<file path="config.mk">
export PLATFORM = sky130hd
export DESIGN_NAME = linear_probe_hash_table
export DESIGN_NICKNAME = d
export VERILOG_FILES = /design/src/rtl/lpht_pkg.sv /design/src/rtl/lpht_ram.sv /design/src/rtl/lpht_hash.sv /design/src/rtl/linear_probe_hash_table.sv
export VERILOG_INCLUDE_DIRS = /design/src /design/src/rtl
export SDC_FILE = /design/constraint.sdc
export NUM_CORES = 2
export LEC_CHECK = 0
export BUFFER_PORTS_ARGS = -buffer_cell sky130_fd_sc_hd__buf_2
export CORE_MARGIN = 4
export CORE_UTILIZATION = 50
export DETAILED_ROUTE_END_ITERATION = 12
export PLACE_DENSITY = 0.66
export SKIP_CTS_REPAIR_TIMING = 1
export SYNTH_ARGS = -nofsm -noshare
export SYNTH_HDL_FRONTEND = slang
export SYNTH_HIERARCHICAL = 1
export SYNTH_SLANG_ARGS = --single-unit
</file>
<file path="constraint.sdc">
create_clock -name clk -period 31.2 [get_ports clk]
set_input_delay 0 -clock clk [delete_from_list [all_inputs] [get_ports clk]]
set_output_delay 0 -clock clk [all_outputs]
set_load 0.01 [all_outputs]
</file>
<file path="src/rtl/linear_probe_hash_table_macros.svh">
// Assertion macros for the hash table block
`ifndef LINEAR_PROBE_HASH_TABLE_MACROS_SVH
`define LINEAR_PROBE_HASH_TABLE_MACROS_SVH
// assert that a implies b at every clock edge, outside reset
`define LPHT_ASSERT_IMPLY(label, clk, rst_n, a, b, msg) \
  label: assert property (@(posedge clk) disable iff (!rst_n) (a) |-> (b)) else $error(msg);
// assert that a implies b at the next clock edge, outside reset
`define LPHT_ASSERT_NEXT(label, clk, rst_n, a, b, msg) \
  label: assert property (@(posedge clk) disable iff (!rst_n) (a) |=> (b)) else $error(msg);
`endif

</file>
<file path="src/rtl/lpht_pkg.sv">
// Shared types and constants of the hash table
`timescale 1ns / 1ps
package lpht_pkg;
  localparam logic [1:0] OP_SET = 2'd0;
  localparam logic [1:0] OP_GET = 2'd1;
  localparam logic [1:0] OP_REMOVE = 2'd2;
  localparam logic [1:0] OP_INVALID = 2'd3;

  localparam logic [1:0] ST_DONE = 2'd0;
  localparam logic [1:0] ST_NOT_FOUND = 2'd1;
  localparam logic [1:0] ST_FULL = 2'd2;

  localparam logic [63:0] HASH_SEED = 64'd5381;
  localparam logic [6:0] LOAD_LIMIT_RESET = 7'd75;

  // stored value width, at most the 32-bit value field
  localparam int VALUE_BITS = 32;

  typedef struct packed {
    logic [1:0]  op;
    logic [63:0] key;
    logic [31:0] value;
  } lpht_in_t;

  typedef struct packed {
    logic        found;
    logic [31:0] value_out;
    logic [1:0]  status;
  } lpht_out_t;
endpackage

</file>
<file path="src/rtl/lpht_ram.sv">
// Generic single-port-write, one-read RAM with registered read
`timescale 1ns / 1ps
module lpht_ram #(
  parameter int WIDTH = 8,
  parameter int DEPTH = 16
) (
  input  logic                     clk,
  input  logic                     we,
  input  logic [$clog2(DEPTH)-1:0] waddr,
  input  logic [WIDTH-1:0]         wdata,
  input  logic [$clog2(DEPTH)-1:0] raddr,
  output logic [WIDTH-1:0]         rdata
);
  logic [WIDTH-1:0] mem [DEPTH];

  always_ff @(posedge clk) begin
    if (we) begin
      mem[waddr] <= wdata;
    end
    rdata <= mem[raddr];
  end
endmodule

</file>
<file path="src/rtl/lpht_hash.sv">
// Byte-serial djb2 hash: one key byte per cycle
`timescale 1ns / 1ps
module lpht_hash
  import lpht_pkg::*;
#(
  parameter int KEY_BYTES = 8
) (
  input  logic        clk,
  input  logic        rst_n,
  input  logic        start,
  input  logic [63:0] key,
  output logic        done,
  output logic [63:0] hash
);
  localparam int BW = (KEY_BYTES > 1) ? $clog2(KEY_BYTES + 1) : 1;

  logic [63:0] h_r, h_nxt;
  logic [63:0] k_r, k_nxt;
  logic [BW-1:0] cnt_r, cnt_nxt;
  logic busy_r, busy_nxt;
  logic done_r, done_nxt;

  always_comb begin
    h_nxt = h_r;
    k_nxt = k_r;
    cnt_nxt = cnt_r;
    busy_nxt = busy_r;
    done_nxt = 1'b0;
    if (start) begin
      h_nxt = HASH_SEED;
      k_nxt = key;
      cnt_nxt = '0;
      busy_nxt = 1'b1;
    end else if (busy_r) begin
      if (k_r[7:0] == 8'd0 || cnt_r == BW'(KEY_BYTES)) begin
        busy_nxt = 1'b0;
        done_nxt = 1'b1;
      end else begin
        h_nxt = (h_r << 5) + h_r + {56'd0, k_r[7:0]};
        k_nxt = {8'd0, k_r[63:8]};
        cnt_nxt = cnt_r + 1'b1;
      end
    end
  end

  always_ff @(posedge clk) begin
    if (!rst_n) begin
      busy_r <= 1'b0;
      done_r <= 1'b0;
    end else begin
      busy_r <= busy_nxt;
      done_r <= done_nxt;
    end
    h_r <= h_nxt;
    k_r <= k_nxt;
    cnt_r <= cnt_nxt;
  end

  assign done = done_r;
  assign hash = h_r;
endmodule

</file>
<file path="src/rtl/linear_probe_hash_table.sv">
// Flow: the byte-serial hash takes the key bytes, then each probed slot is read and
// checked, and the result goes into the result register; a remove adds a cluster walk
// of up to TABLE_DEPTH-1 slots, each rehashed.
// One item is in work at a time; the byte-serial hash and the serial probe set the pace.
// The result sits in an output register, so a new item is taken while it waits.
// Synchronous reset clears occupancy flags (TABLE_DEPTH flip-flops) and count, and sets limit to LOAD_LIMIT_RESET.
`timescale 1ns / 1ps
module linear_probe_hash_table
  import lpht_pkg::*;
#(
  parameter int TABLE_DEPTH = 16,
  parameter int KEY_BYTES = 8
) (
  input  logic      clk,
  input  logic      rst_n,
  input  logic      in_valid,
  output logic      in_stall,
  input  lpht_in_t  in_data,
  output logic      out_valid,
  input  logic      out_stall,
  output lpht_out_t out_data,
  input  logic      cfg_we,
  input  logic [6:0] cfg_wdata
);
`include "linear_probe_hash_table_macros.svh"

  localparam int AW = $clog2(TABLE_DEPTH);
  localparam int CW = $clog2(TABLE_DEPTH + 1);
  localparam int EW = 64 + VALUE_BITS;

  typedef enum logic [9:0] {
    S_IDLE    = 10'b0000000001,
    S_HASH    = 10'b0000000010,
    S_PREAD   = 10'b0000000100,
    S_PCHK    = 10'b0000001000,
    S_LOAD    = 10'b0000010000,
    S_BREAD   = 10'b0000100000,
    S_BHASHGO = 10'b0001000000,
    S_BHASH   = 10'b0010000000,
    S_BCHK    = 10'b0100000000,
    S_OUT     = 10'b1000000000
  } state_t;

  state_t state_r, state_nxt;
  logic [1:0] op_r, op_nxt;
  logic [63:0] key_r, key_nxt;
  logic [VALUE_BITS-1:0] val_r, val_nxt;
  logic [AW-1:0] pos_r, pos_nxt;
  logic [AW-1:0] hole_r, hole_nxt;
  logic [CW-1:0] steps_r, steps_nxt;
  logic [CW-1:0] count_r, count_nxt;
  logic [6:0] limit_r;
  logic [TABLE_DEPTH-1:0] occ_r, occ_nxt;
  logic [EW-1:0] ent_r, ent_nxt;
  logic out_valid_r, out_valid_nxt;
  lpht_out_t out_r, out_nxt;
  lpht_out_t res_r, res_nxt;

  logic hash_start;
  logic [63:0] hash_key;
  logic hash_done;
  logic [63:0] hash_val;

  logic we;
  logic [AW-1:0] waddr, raddr;
  logic [EW-1:0] wdata, rdata;

  logic [63:0] clean_key;
  logic [6:0] pct;
  logic [AW-1:0] home, d_s, d_h;
  logic [AW-1:0] pos_inc;

  // drop bytes at and after the first zero byte, and bytes beyond KEY_BYTES
  always_comb begin
    logic stop;
    stop = 1'b0;
    clean_key = '0;
    for (int i = 0; i < 8; i++) begin
      if (i >= KEY_BYTES || in_data.key[8*i +: 8] == 8'd0) stop = 1'b1;
      if (!stop) clean_key[8*i +: 8] = in_data.key[8*i +: 8];
    end
  end

  lpht_hash #(.KEY_BYTES(KEY_BYTES)) u_hash (
    .clk(clk), .rst_n(rst_n), .start(hash_start), .key(hash_key),
    .done(hash_done), .hash(hash_val)
  );

  lpht_ram #(.WIDTH(EW), .DEPTH(TABLE_DEPTH)) u_ram (
    .clk(clk), .we(we), .waddr(waddr), .wdata(wdata), .raddr(raddr), .rdata(rdata)
  );

  assign in_stall = (state_r != S_IDLE);
  assign out_valid = out_valid_r;
  assign out_data = out_r;
  assign pos_inc = (32'(pos_r) == TABLE_DEPTH - 1) ? '0 : pos_r + 1'b1;
  assign home = hash_val[AW-1:0];
  assign d_s = pos_r - home;
  assign d_h = hole_r - home;
  // percentage after one more entry; count fits CW bits, product well under 2^24
  assign pct = 7'((24'(count_r) + 24'd1) * 24'd100 / 24'(TABLE_DEPTH) > 24'd127 ?
                  24'd127 : (24'(count_r) + 24'd1) * 24'd100 / 24'(TABLE_DEPTH));
  assign raddr = pos_r;

  always_comb begin
    state_nxt = state_r;
    op_nxt = op_r;
    key_nxt = key_r;
    val_nxt = val_r;
    pos_nxt = pos_r;
    hole_nxt = hole_r;
    steps_nxt = steps_r;
    count_nxt = count_r;
    occ_nxt = occ_r;
    ent_nxt = ent_r;
    out_nxt = out_r;
    res_nxt = res_r;
    out_valid_nxt = out_valid_r;
    hash_start = 1'b0;
    hash_key = key_r;
    we = 1'b0;
    waddr = pos_r;
    wdata = {key_r, val_r};
    if (out_valid_r && !out_stall) out_valid_nxt = 1'b0;

    case (state_r)
      S_IDLE: begin
        if (in_valid) begin
          op_nxt = in_data.op;
          key_nxt = clean_key;
          val_nxt = in_data.value[VALUE_BITS-1:0];
          res_nxt = '0;
          if (in_data.op == OP_SET || in_data.op == OP_GET || in_data.op == OP_REMOVE) begin
            hash_start = 1'b1;
            hash_key = clean_key;
            state_nxt = S_HASH;
          end else begin
            state_nxt = S_OUT;
          end
        end
      end
      S_HASH: begin
        if (hash_done) begin
          pos_nxt = home;
          steps_nxt = '0;
          state_nxt = S_PREAD;
        end
      end
      S_PREAD: state_nxt = S_PCHK;
      S_PCHK: begin
        if (!occ_r[pos_r]) begin
          if (op_r == OP_SET && pct <= limit_r) begin
            we = 1'b1;
            occ_nxt[pos_r] = 1'b1;
            count_nxt = count_r + 1'b1;
          end else begin
            res_nxt.status = (op_r == OP_SET) ? ST_FULL : ST_NOT_FOUND;
          end
          state_nxt = S_OUT;
        end else if (rdata[EW-1 -: 64] == key_r) begin
          res_nxt.found = 1'b1;
          state_nxt = S_OUT;
          if (op_r == OP_SET) begin
            we = 1'b1;
          end else if (op_r == OP_GET) begin
            res_nxt.value_out = 32'(rdata[VALUE_BITS-1:0]);
          end else begin
            occ_nxt[pos_r] = 1'b0;
            count_nxt = count_r - 1'b1;
            hole_nxt = pos_r;
            pos_nxt = pos_inc;
            steps_nxt = CW'(1);
            state_nxt = S_BREAD;
          end
        end else if (32'(steps_r) == TABLE_DEPTH - 1) begin
          res_nxt.status = (op_r == OP_SET) ? ST_FULL : ST_NOT_FOUND;
          state_nxt = S_OUT;
        end else begin
          pos_nxt = pos_inc;
          steps_nxt = steps_r + 1'b1;
          state_nxt = S_PREAD;
        end
      end
      S_BREAD: begin
        if (32'(steps_r) == TABLE_DEPTH || !occ_r[pos_r]) state_nxt = S_OUT;
        else state_nxt = S_BHASHGO;
      end
      S_BHASHGO: begin
        ent_nxt = rdata;
        hash_start = 1'b1;
        hash_key = rdata[EW-1 -: 64];
        state_nxt = S_BHASH;
      end
      S_BHASH: if (hash_done) state_nxt = S_BCHK;
      S_BCHK: begin
        if (d_s > d_h) begin
          we = 1'b1;
          waddr = hole_r;
          wdata = ent_r;
          occ_nxt[hole_r] = 1'b1;
          occ_nxt[pos_r] = 1'b0;
          hole_nxt = pos_r;
        end
        pos_nxt = pos_inc;
        steps_nxt = steps_r + 1'b1;
        state_nxt = S_LOAD;
      end
      S_LOAD: state_nxt = S_BREAD; // read of new pos_r is issued here
      S_OUT: begin
        if (!out_valid_r || !out_stall) begin
          out_nxt = res_r;
          out_valid_nxt = 1'b1;
          state_nxt = S_IDLE;
        end
      end
      default: state_nxt = S_IDLE;
    endcase
  end

  always_ff @(posedge clk) begin
    if (!rst_n) begin
      state_r <= S_IDLE;
      count_r <= '0;
      occ_r <= '0;
      limit_r <= LOAD_LIMIT_RESET;
      out_valid_r <= 1'b0;
    end else begin
      state_r <= state_nxt;
      count_r <= count_nxt;
      occ_r <= occ_nxt;
      out_valid_r <= out_valid_nxt;
      if (cfg_we) limit_r <= cfg_wdata;
    end
    op_r <= op_nxt;
    key_r <= key_nxt;
    val_r <= val_nxt;
    pos_r <= pos_nxt;
    hole_r <= hole_nxt;
    steps_r <= steps_nxt;
    ent_r <= ent_nxt;
    out_r <= out_nxt;
    res_r <= res_nxt;
  end

  `LPHT_ASSERT_IMPLY(a_count_occ, clk, rst_n, 1'b1, 32'(count_r) == $countones(occ_r), "entry count disagrees with occupancy")
  `LPHT_ASSERT_IMPLY(a_idle_ready, clk, rst_n, state_r == S_IDLE, !in_stall, "idle block stalls input")
  `LPHT_ASSERT_NEXT(a_out_hold, clk, rst_n, out_valid_r && out_stall, out_valid_r && $stable(out_r), "stalled result changed")
endmodule
</file>
# --- Yosys cells after proc, flatten, opt, wreduce, memory -nomap -nowiden ---
# Memories as Yosys holds them, arrays and structs flattened. A register that Yosys moved wholly into a read port is not among the register bits.
# Index checks and enable logic that the tools add are counted.
op_classes:
  add_sub_neg: 10
  mul: 1
  order_cmp: 7
  n_eq_ne: 43
  n_mux: 107
  bitwise: 8
  reduce_logical: 41
ops:
  columns: ["op", "count"]
  rows:
  - ["64-bit two-way mux", 5]
  - ["96-bit two-way mux", 2]
  - ["64-bit case mux with 2 select lines", 1]
  - ["10-bit two-way mux", 11]
  - ["10-bit case mux with 10 select lines", 1]
  - ["16-bit two-way mux", 6]
  - ["8-bit logical NOT", 9]
  - ["35-bit case mux with 2 select lines", 1]
  - ["33-bit two-way mux", 2]
  - ["64-bit adder", 1]
  - ["64-bit by 8-bit adder with 64-bit output", 1]
  - ["64-bit == test", 1]
  - ["32-bit two-way mux", 2]
  - ["8-bit two-way mux", 8]
  - ["4-bit two-way mux", 14]
  - ["5-bit two-way mux", 11]
  - ["35-bit two-way mux", 1]
  - ["16-bit AND", 2]
  - ["16-bit bitwise OR", 2]
  - ["16-bit case mux with 2 select lines", 1]
  - ["3-bit inequality test, second input constant", 10]
  - ["1-bit two-way mux", 27]
  - ["2-bit inequality test, second input constant", 12]
  - ["6-bit AND reduction", 4]
  - ["other kinds (48)", 82]
totals:
  regBits: 450
  mem_bits_rw: 1536
  inputBits: 110
  elab_cells: 241
  memories: 1
memory_table:
  columns: ["memory", "depth", "word_bits", "rd", "rd_clocked_by_memory_dff", "write_ports", "line_no", "text"]
  rows:
  - ["u_ram.mem", 16, 96, 1, 1, 1, "lpht_ram.sv:14", "logic [WIDTH-1:0] mem [DEPTH];"]

# --- Logic depth before layout (Yosys ltp) ---
logic_depth:
  ltp_word: 14
  ltp_mapped: 24
  ltp_nobuf: 23

# --- Hierarchy ---
# Netlist, hierarchy kept.
modules_own_cells:
  columns: ["mod", "n_inst", "cells_per_inst", "area_each_um2", "seq_area_each_um2"]
  rows:
  - ["lpht_ram", 1, 2460, 59355.7, 48046.1]
  - ["linear_probe_hash_table", 1, 1268, 15874.0, 9098.7]
  - ["lpht_hash", 1, 1055, 9810.7, 3323.2]

# --- Worst setup path before layout ---
# Ideal clock, no wire load.
synth_timing:
  kind: "register to register"
  from: "reg count_r[0]"
  to: "mem u_ram/mem[0][0] (netlist bit) (enable)"
  setup_time_ps: 668
  arrival_ps: 11272
  required_ps: 30532
  setup_slack_ps: 19260
  path_stages_with_launch: 22
  n_path_buf: 1
  period_less_slack_ps: 11940
  path_cell_list: "dfxtp_1 > clkbuf_1 > inv_1 > ha_1 > nor2b_1 > ha_1 > ha_1 > ha_1 > a21oi_1 > o21bai_1 > a211oi_1 > o21ai_0 > and3_1 > or3_1 > ha_1 > a21oi_1 > a21oi_1 > o22ai_1 > mux2i_1 > o21ai_0 > or3b_2 > nor3_1"
synth_via:
  elab_chain_cells: 11
synth_rtl:
  columns: ["element", "line_no", "text"]
  rows:
  - ["start, declared", "linear_probe_hash_table.sv:51", "logic [CW-1:0] count_r, count_nxt;"]
  - ["start signal, assigned", "linear_probe_hash_table.sv:229", "count_r <= count_nxt;"]
  - ["5-bit by 1-bit adder with 6-bit output (*)", "linear_probe_hash_table.sv:101, linear_probe_hash_table.sv:102", null]
  - ["6-bit by 5-bit multiplier with 11-bit output (*)", "linear_probe_hash_table.sv:102", "24'd127 : (24'(count_r) + 24'd1) * 24'd100 / 24'(TABLE_DEPTH));"]
  - ["9-bit by 7-bit greater-than comparator with 1-bit output", "linear_probe_hash_table.sv:101", "assign pct = 7'((24'(count_r) + 24'd1) * 24'd100 / 24'(TABLE_DEPTH) > 24'd127 ?"]
  - ["7-bit two-way mux (*)", "linear_probe_hash_table.sv:101", null]
  - ["7-bit <= comparator (*)", "linear_probe_hash_table.sv:152", "if (op_r == OP_SET && pct <= limit_r) begin"]
  - ["1-bit logical AND (*)", "linear_probe_hash_table.sv:152", null]
  - ["1-bit two-way mux (*)", "linear_probe_hash_table.sv:152", null]
  - ["1-bit two-way mux (*)", "linear_probe_hash_table.sv:151", "if (!occ_r[pos_r]) begin"]
  - ["1-bit case mux with 2 select lines (*)", "linear_probe_hash_table.sv:126", "case (state_r)"]
  - ["via we", "linear_probe_hash_table.sv:64", "logic we;"]
  - ["1-bit two-way mux (*)", "lpht_ram.sv:17", "if (we) begin"]
  - ["1-bit two-way mux (implied by the code) (*)", "lpht_ram.sv:18", "mem[waddr] <= wdata;"]
  - ["end, declared", "lpht_ram.sv:14", null]
# The timed path passes the listed nets; every way through them passes the cells marked *.

# --- Worst setup path after layout ---
layout_timing:
  from: "reg count_r[0]"
  to: "mem u_ram/mem[14][58] (netlist bit) (enable)"
# The elaborated chain is that of the path after synthesis.

==> results by stage <==
Clock tree:
- The number of clock buffers added by TritonCTS is 198.
- The depth of the CTS H-tree is 4.
- The root buffer cell is sky130_fd_sc_hd__clkbuf_16.
- For this design, the sink count on the clock tree is 2022.
- The deepest clock path buffer count is 3.
- TritonCTS built the clock tree.
- After clock tree synthesis, the clock-pin slew on the worst setup and hold paths is 0.06 ns.
- The later pin in the worst-skew pair is clocked with a latency of 0.86 ns.

Final layout:
- The final standard cell utilization of the core is 0.575.
- In the final layout, the share of cells above drive strength 1 is 0.245.
- The combined flip-flop and latch cell area is 0.0593 mm^2.
- The multi-input combinational cell area is 0.0178 mm^2.
- Relative to the synthesized area, the layout overhead comes to 14.4%.
- Fill cells in the final layout number 11442.
- The final standard cell area without fillers is 0.0897 mm^2.
- At the end of the flow, the number of nets in the layout was 4460.

Detailed routing:
- Using the TritonRoute via totals, the vias-per-cell ratio works out to 6.07.
- The number of remaining DRC errors is 0.
- In this run the remaining antenna-violating nets after routing total 0.
- The first detailed-routing pass took 8 iterations.
- The total via count after detailed routing is 39653.
- Dividing the detail-routed wire length by the instance count gives 28.2 um.
- The detailed router finished its first iteration with 4796 violations.
- The final routed wirelength across all metal layers is 184000 um.

Global route:
- The initial antenna violation count is 2.
- The via count of the first global-routing pass is 39321.
- Entering global routing, the biggest net connects 140 pins.
- In the global route stage, overall resource usage came out at 0.225.
- Summed over all layers, the global routing overflow is 0.
- The first global-routing pass estimated 270000 um of wire.

Hold path:
- The path class of the tightest hold or removal check is in2reg.
- The launch point of the worst hold path is in_data[36].

Timing:
- The time the final worst path needs with I/O delays and setup is 8.62 ns.
- Setup repair after global routing left no endpoint under its margin.
- The share of the clock period used by the worst path is 0.276.
- The hold violation count in the final report is 0.
- The worst pin sits at a relative slew slack of 0.227.
- The final setup skew is 0.0885 ns.
- The setup total negative slack is 0 ns.
- For the pin with the worst max-slew slack, the measured transition is 1.16 ns.
- Setup violations remaining at the end of the flow were counted as 0.
- The setup slack of the critical path after layout is 22.58 ns.
- Static timing analysis puts the maximum clock frequency at 0.116 GHz.
- The max-slew violation total from the final report came to 0.

Power and ir drop:
- The worst-case IR drop observed on VDD is 0.0563 mV.
- Power comes to 5.98 mW.
- The analysis attributes to cell leakage a power of 29.7 nW.
- The total power density per cell area is 66.6 mW/mm^2.

Yosys:
- The mean cell area of the mapped netlist is 20.0 um^2.
- The mapped netlist covers 0.0784 mm^2.
- The Yosys step of the flow raised 6 warnings.
- The gate count of the mapped netlist is 3932.
- When the netlist entered floorplanning its net count stood at 4099.

Run status:
- The flow ran to the end, and the final reports show no timing, DRC or antenna violations.

Floorplanning:
- After floorplanning, the core was divided into 145 placement rows.
- For this configuration, the core starts out at a cell density of 0.503.
- The area enclosed by the die boundary is 0.163 mm^2.
- The number of top-level pins is 147.
- The die height is 404 um.
- The core region is 0.156 mm^2.
- The floorplan die width is 404 um.

Placed design:
- The global placement routability congestion is 0.797.
- The placement-stage worst setup slack is 22.70 ns.
- The wire-length estimate of the detail-placed layout is 104000 um.
- The quantity of I/O buffers inserted on ports is 146.
- The area of placed instances is 0.0813 mm^2.

Critical path:
- STA classifies the critical path endpoint as a flip-flop.
- For the worst setup path, the data required time is 31.64 ns.
- The critical path startpoint is count_r[0]$_SDFFE_PN0P_.
- For the worst setup path, the data arrival time is 9.06 ns.
- The class of the most critical setup path is reg2reg.
- The startpoint identified for the worst register-to-register timing path is count_r[0]$_SDFFE_PN0P_.
- The worst-path maximum fanout is 44.
- The worst setup path is launched from a flip-flop.

Flow run:
- The number of maximum-capacitance constraint violations is 0.
-- registers in the layout, summed over array words and instances (netlist names), 10 cells and up, named ones only --
register and count:
u_ram/mem 1536, ent_r 96, u_ram/rdata 96, key_r 64
u_hash/k_r 64, out_data 35, res_r 35, val_r 32
state_r 10
-- area by class of cell --
class                           instances  share of cell area
Timing Repair Buffer                  383              0.0329
Tap cell                             2058              0.0287
Clock buffer                          263              0.0602
Sequential cell                      2022               0.661
Clock inverter                        112              0.0151
Multi-Input combinational cell       1595               0.199
Antenna cell                            2           0.0000558
Inverter                               93             0.00396
-- critical path: stages, from the launching register on --
cell and delay (ns):
sky130_fd_sc_hd__dfxtp_1 0.58, sky130_fd_sc_hd__ha_1 0.35, sky130_fd_sc_hd__nand3_1 0.12, sky130_fd_sc_hd__xor2_1 0.36, sky130_fd_sc_hd__xor2_1 0.19, sky130_fd_sc_hd__ha_1 0.25
sky130_fd_sc_hd__ha_1 0.30, sky130_fd_sc_hd__ha_1 0.29, sky130_fd_sc_hd__inv_1 0.06, sky130_fd_sc_hd__o21bai_1 0.27, sky130_fd_sc_hd__and3_1 0.22, sky130_fd_sc_hd__o21ai_0 0.11
sky130_fd_sc_hd__and3_1 0.21, sky130_fd_sc_hd__or3_1 0.35, sky130_fd_sc_hd__ha_1 0.32, sky130_fd_sc_hd__a21oi_1 0.15, sky130_fd_sc_hd__a21oi_1 0.09, sky130_fd_sc_hd__o22ai_1 0.34
sky130_fd_sc_hd__mux2i_1 0.14, sky130_fd_sc_hd__o21ai_0 0.66, sky130_fd_sc_hd__nand3_1 0.44, sky130_fd_sc_hd__nor2_4 0.85, sky130_fd_sc_hd__buf_4 0.81, sky130_fd_sc_hd__buf_4 0.65
-- stage by stage --
stage	hold slack (ns)	std cells
after CTS	-0.738	6359
after floorplan	0.0989	3932
after detailed placement	0.178	5984
after global routing	0.0180	6526
after global placement	0.177	5984
final	0.0482	6528
-- routing by layer --
metal  track usage  wire length, um  vias up
li1              -                -    16751
met1         0.328            76200    20948
met2         0.359            89300     1712
met3        0.0424            15000      240
met4        0.0518             3620        2
met5             0               13        -
-- power breakdown --
| group | switching [mW] | internal, mW |
|---|---|---|
| Clock | 1.02 | 1.41 |
| Combinational | 0.263 | 0.121 |
| Sequential | 0.0387 | 3.12 |
-- final timing paths --
path / end / slack [ns] / cells after the start
max: u_ram/mem[14][58]$_DFFE_PP_ / 22.58 / 23
min: key_r[4]$_DFFE_PP_ / 0.05 / 2
max reg2reg: u_ram/mem[14][58]$_DFFE_PP_ / 22.58 / 23
min reg2reg: out_data[18]$_DFFE_PP_ / 0.38 / 0
-- cells in the final DEF, fill, tap and decap left out, drive strengths merged, types with 22 or more instances in the layout --
cell type,n
a21oi,54
a222oi,48
a22oi,211
and2,91
and3,27
buf,216
bufinv,22
clkbuf,263
clkinv,82
dfxtp,145
dlygate4sd3,167
edfxtp,1877
ha,52
inv,98
mux2,156
mux4,388
nand2,174
nor2,72
nor4,34
o21ai,22
xor2,80
(Power assumes the default switching activity.)
